`config.mk`:
```
export PLATFORM = sky130hd
export DESIGN_NAME = tmcr_ctrl
export DESIGN_NICKNAME = d
export VERILOG_FILES = /design/src/rtl/tmcr_pkg.sv /design/src/rtl/tmcr_ctrl.sv
export VERILOG_INCLUDE_DIRS = /design/src /design/src/rtl
export SDC_FILE = /design/constraint.sdc
export NUM_CORES = 1
export LEC_CHECK = 0
export BUFFER_PORTS_ARGS = -buffer_cell sky130_fd_sc_hd__buf_2
export CAP_MARGIN = 20
export CORE_AREA = 2 2 39 41
export CTS_BUF_LIST = sky130_fd_sc_hd__clkbuf_2 sky130_fd_sc_hd__clkbuf_4 sky130_fd_sc_hd__clkbuf_8
export CTS_CLUSTER_DIAMETER = 80
export DETAILED_ROUTE_END_ITERATION = 8
export DIE_AREA = 0 0 41 43
export HOLD_SLACK_MARGIN = 0.1
export PLACE_DENSITY_LB_ADDON = 0.2
export SLEW_MARGIN = 20
export SYNTH_ARGS = -nofsm -noshare
export SYNTH_HDL_FRONTEND = slang
export SYNTH_SLANG_ARGS = --single-unit
```
`constraint.sdc`:
```
create_clock -name i_clk -period 1.68 [get_ports i_clk]
set_input_delay 0.168 -clock i_clk [delete_from_list [all_inputs] [get_ports i_clk]]
set_output_delay 0.168 -clock i_clk [all_outputs]
set_load 0.05 [all_outputs]
```
`src/rtl/assert_macros.svh`:
```
`ifndef ASSERT_MACROS_SVH
`define ASSERT_MACROS_SVH

// Implication in the same cycle, checked on the rising edge, off while in reset.
`define TMCR_ASSERT_IMP(lbl, clk, rst_n, ante, cons) \
    lbl: assert property (@(posedge clk) disable iff (!rst_n) (ante) |-> (cons)) \
        else $error("assertion failed");

// Implication checked in the next cycle.
`define TMCR_ASSERT_NEXT(lbl, clk, rst_n, ante, cons) \
    lbl: assert property (@(posedge clk) disable iff (!rst_n) (ante) |=> (cons)) \
        else $error("assertion failed");

`endif

```
`src/rtl/tmcr_pkg.sv`:
```
package tmcr_pkg;

    // Fixed-point position format
    localparam int POS_W  = 24;
    localparam int FRAC_W = 8;

    // Geometry, whole pixels
    localparam int TILE_SIZE     = 64;
    localparam int AGENT_SIZE    = 60;
    localparam int AGENT_HALF    = 30;
    localparam int PUSH_DISTANCE = 62;

    localparam int MAP_COLS_DEF = 64;
    localparam int MAP_ROWS_DEF = 64;

    localparam int TILE_IDX_IN_W = 6;
    localparam int CFG_W         = 7;
    localparam int CFG_IDX_W     = 2;

    localparam logic [CFG_W-1:0] MAP_DIM_RESET = CFG_W'(64);

    // Derived widths: tile size is a power of two, so the tile index is a bit slice
    localparam int TILE_SHIFT = $clog2(TILE_SIZE) + FRAC_W;
    localparam int CRD_W      = POS_W + 1;
    localparam int TIDX_W     = CRD_W - TILE_SHIFT;
    localparam int TU_W       = TIDX_W - 1;
    localparam int DX_W       = POS_W + 2;
    localparam int DEP_W      = DX_W + 1;
    localparam int SUM_W      = DEP_W + 1;

    localparam logic OP_WRITE   = 1'b0;
    localparam logic OP_RESOLVE = 1'b1;

    localparam logic [CFG_IDX_W-1:0] CFG_MAP_WIDTH  = CFG_IDX_W'(0);
    localparam logic [CFG_IDX_W-1:0] CFG_MAP_HEIGHT = CFG_IDX_W'(1);

    typedef struct packed {
        logic                     opcode;
        logic [TILE_IDX_IN_W-1:0] tile_col;
        logic [TILE_IDX_IN_W-1:0] tile_row;
        logic                     tile_solid;
        logic signed [POS_W-1:0]  pos_x;
        logic signed [POS_W-1:0]  pos_y;
    } t_in_word;

    typedef struct packed {
        logic signed [POS_W-1:0] new_pos_x;
        logic signed [POS_W-1:0] new_pos_y;
        logic                    collided;
    } t_out_word;

    typedef struct packed {
        logic       clear;
        logic       tile_wr;
        logic       load;
        logic       read;
        logic       check;
        logic       apply;
        logic       out_load;
        logic [1:0] corner;
    } t_dp_cmd;

    typedef struct packed {
        logic clear_last;
        logic solid;
        logic out_free;
    } t_dp_stat;

endpackage

```
`src/rtl/tmcr_ctrl.sv`:
```
`include "assert_macros.svh"

module tmcr_ctrl (
    input  logic               i_clk,
    input  logic               i_rst_n,
    input  logic               i_in_valid,
    input  logic               i_opcode,
    input  tmcr_pkg::t_dp_stat i_stat,
    output logic               o_in_stall,
    output tmcr_pkg::t_dp_cmd  o_cmd
);
    import tmcr_pkg::*;

    typedef enum logic [2:0] {
        ST_CLEAR,
        ST_IDLE,
        ST_READ,
        ST_CHECK,
        ST_APPLY,
        ST_OUT
    } t_state;

    localparam logic [1:0] K_LAST = 2'd3;

    t_state     r_state, n_state;
    logic [1:0] r_k, n_k;
    logic       accept;

    assign accept     = i_in_valid && (r_state == ST_IDLE);
    assign o_in_stall = (r_state != ST_IDLE);

    always_comb begin
        n_state      = r_state;
        n_k          = r_k;
        o_cmd        = '0;
        o_cmd.corner = r_k;
        unique case (r_state)
            ST_CLEAR: begin
                o_cmd.clear = 1'b1;
                if (i_stat.clear_last) begin
                    n_state = ST_IDLE;
                end
            end
            ST_IDLE: begin
                if (accept) begin
                    if (i_opcode == OP_RESOLVE) begin
                        o_cmd.load = 1'b1;
                        n_k        = '0;
                        n_state    = ST_READ;
                    end else begin
                        o_cmd.tile_wr = 1'b1;
                    end
                end
            end
            ST_READ: begin
                o_cmd.read = 1'b1;
                n_state    = ST_CHECK;
            end
            ST_CHECK: begin
                o_cmd.check = 1'b1;
                if (i_stat.solid) begin
                    n_state = ST_APPLY;
                end else if (r_k == K_LAST) begin
                    n_state = ST_OUT;
                end else begin
                    n_k     = 2'(r_k + 2'd1);
                    n_state = ST_READ;
                end
            end
            ST_APPLY: begin
                o_cmd.apply = 1'b1;
                if (r_k == K_LAST) begin
                    n_state = ST_OUT;
                end else begin
                    n_k     = 2'(r_k + 2'd1);
                    n_state = ST_READ;
                end
            end
            ST_OUT: begin
                // wait for the output register to free up
                if (i_stat.out_free) begin
                    o_cmd.out_load = 1'b1;
                    n_state        = ST_IDLE;
                end
            end
            default: begin
                n_state = ST_IDLE;
            end
        endcase
    end

    always_ff @(posedge i_clk) begin
        if (!i_rst_n) begin
            r_state <= ST_CLEAR;
            r_k     <= '0;
        end else begin
            r_state <= n_state;
            r_k     <= n_k;
        end
    end

    `TMCR_ASSERT_NEXT(a_load_then_busy, i_clk, i_rst_n, o_cmd.load, o_in_stall)
    `TMCR_ASSERT_IMP(a_apply_after_check, i_clk, i_rst_n, r_state == ST_APPLY, $past(r_state) == ST_CHECK)
    `TMCR_ASSERT_IMP(a_out_after_last, i_clk, i_rst_n, r_state == ST_OUT, r_k == K_LAST)

endmodule

```
==> reports/results.ini <==
[cts]
cts_tree=yes
cts_root_buffer=clkbuf_4
clockBufferDepth=2
htree_levels=1
cts.clk_slew.worst_paths_ns=0.04
cts.sinks=5
clk_latency_ns=0.24
cts_buffers=3
cts_hold_buf=0

[grt]
met2_usage_pct=19.4
antenna_found_initial=0
met3_usage_pct=3.14
grt_max_degree=11
grt.total_usage_pct=11.5
grt_pass1_wl_um=1360
grtUsageMet1_pct=12.2
grt.busiest_layer=met2
grt_pass1_vias=339
grt_remaining_overflow=0

[logic_synthesis]
synth_ff_type=dfxtp_1
synth-async-reset-ratio_pct=0
syn_inst=48
synthDominantCellAreaShare_pct=25.6
synth_edf_count=0
yosysWarningCount=0
ys_ff_latch=5
synth.largest_area_cell=dfxtp_1
synth.yosys.seq_area_share_pct=25.6
netlist_area_sq_um=392
synth_cell_type_count=26
syn_area_per_cell_sq_um=8.16
synth_area_leaders=dfxtp_1 26%, ha_1 6.4%, nand2_1 5.8%
syn_nets=57
synthTopCellsByCount=6 x nand2_1, 5 x dfxtp_1, 5 x nor2_1
synth.most_common_cell=nand2_1

[routing]
vias=403
finalWirelength_um=891
drt_first_pass_iters=4
avgRoutedWirePerCell_um=10.6
post_drt_via_cell_ratio=4.80
drtIter0Drc=5
drc=0
ant_nets=0

[timing]
hold_slack_ns=0.199
max_freq_ghz=0.634
hold_viol_final=0
slew-limit-headroom_pct=76.2
clock_skew_ns=0.00152
setup_violations=0
period_needed_ns=1.58
worst_slack_ns=0.103
tightest_slew_ns=0.357
rsz0062_at_grt=false
fin_tns_setup_ns=0
drv_slew=0
fin_crit_sh_pct=93.9

[floorplanning]
die_h_um=43
start_util_pct=28.3
io_pins=17
die_area_sq_um=1760
row_count=14
core_area_sq_um=1380
die_w_um=41

[placement]
dp_slack_ns=0.224
place_inst=78
gp_congestion=0.716
dp_hpwl_um=731
port_buffers=16

[min_path]
hp-class=input pin to flop
hp-start=i_stat[2]

[worst_setup_path]
cp-start-kind=flop
path_class=flop to primary output
startpoint=r_state[1]
critical_path.slowest_cell=dfxtp_1
cpPeakStageDelay_ns=0.52
cp.required_ns=1.51
crit_chain=nand3b_1 -> inv_1 -> buf_2
r2r-start=r_state[2]
path_max_fanout=9
end_kind=primary output
critPathArrivalTime_ns=1.41

[finish]
layout.nets=78
diodes=0
instances_no_fill=84
postLayoutCoreUtil_pct=39.9
final_layout_size_suffix_gt1_share_pct=47.1
area_delta_synth_final_pct=40.9

[outcome]
status=finished, final reports clean

[pwr]
power.density_nw_per_um2=700
total_leakage_power_nw=0.276
ir_drop_mv=0.327

[run]
drv_cap=0

-- metal layers --
layer	vias to the layer above	part of all wire, %
met3	0	8.8
li1	209	-
met1	178	39
met4	0	0
met2	16	52
met5	-	0
-- logic make-up after synthesis --
group	count (synthesis)	synth area share, %
DFF	5	25.6
buffers and inverters	5	7.99
muxes	2	5.11
adders and majority gates	2	6.39
AOI/OAI and AO/OA	11	21.7
and+or+nand+nor	23	33.2
-- state kept, by name (all words and copies together) (netlist names) --
name     count
r_k          2
r_state      3
-- timing repair --
item | 4_1_cts | 5_1_grt
setup endpoints to repair | 1 | 3
cloned | 0 | 0
gates resized for setup | 1 | 1
buffers inserted | 0 | 2
-- worst paths after layout --
check	endpoint	slack, ns	cells after the start
worst max-delay path	o_cmd[4]	0.10	3
worst min register to register	r_k[1]	0.51	2
worst min-delay path	r_state[0]	0.20	3
worst max register to register	r_k[0]	0.27	5
-- final cells by class --
cell class,count,area (sq um)
clock buffer,4,30.0
inverter,2,7.51
tap,16,20.0
fill,149,832
sequential,5,100
multi-input combinational,38,289
timing repair buffer,19,105
-- stage by stage --
step	total power, mW	area (sq um)
after floorplan	0.211	418
after detailed placement	0.236	502
after global routing	0.411	552
final	0.386	552
after global placement	0.237	502
after CTS	0.392	534
-- power by group --
| part | leakage [nW] | total, mW | switching (mW) | internal, mW |
|---|---|---|---|---|
| combinational | 0.217 | 0.103 | 0.0682 | 0.0344 |
| clock | 0.0184 | 0.151 | 0.0457 | 0.106 |
| sequential | 0.0407 | 0.132 | 0.00869 | 0.123 |
| total | 0.276 | 0.386 | 0.123 | 0.263 |
-- layout by cell type, fill, tap and decap left out, types with 2 or more instances in the layout --
| master | synthesis | layout |
|---|---|---|
| dfxtp_1 | 5 | 5 |
| a21oi_1 | 2 | 2 |
| nor2_1 | 5 | 4 |
| inv_1 | 2 | 2 |
| clkbuf_4 | 0 | 4 |
| o211ai_1 | 2 | 2 |
| nor3b_4 | 1 | 2 |
| ha_1 | 2 | 2 |
| mux2i_1 | 2 | 2 |
| buf_2 | 1 | 15 |
| nand2_1 | 6 | 6 |
| buf_4 | 1 | 4 |
-- worst max-delay path, delay by kind of cell (launching register included) --
kind,cells,cell delay [ns]
and+or+nand+nor,1,0.23
buffers and inverters,2,0.41
DFF,1,0.52
Power figures use the tool's default switching activity.
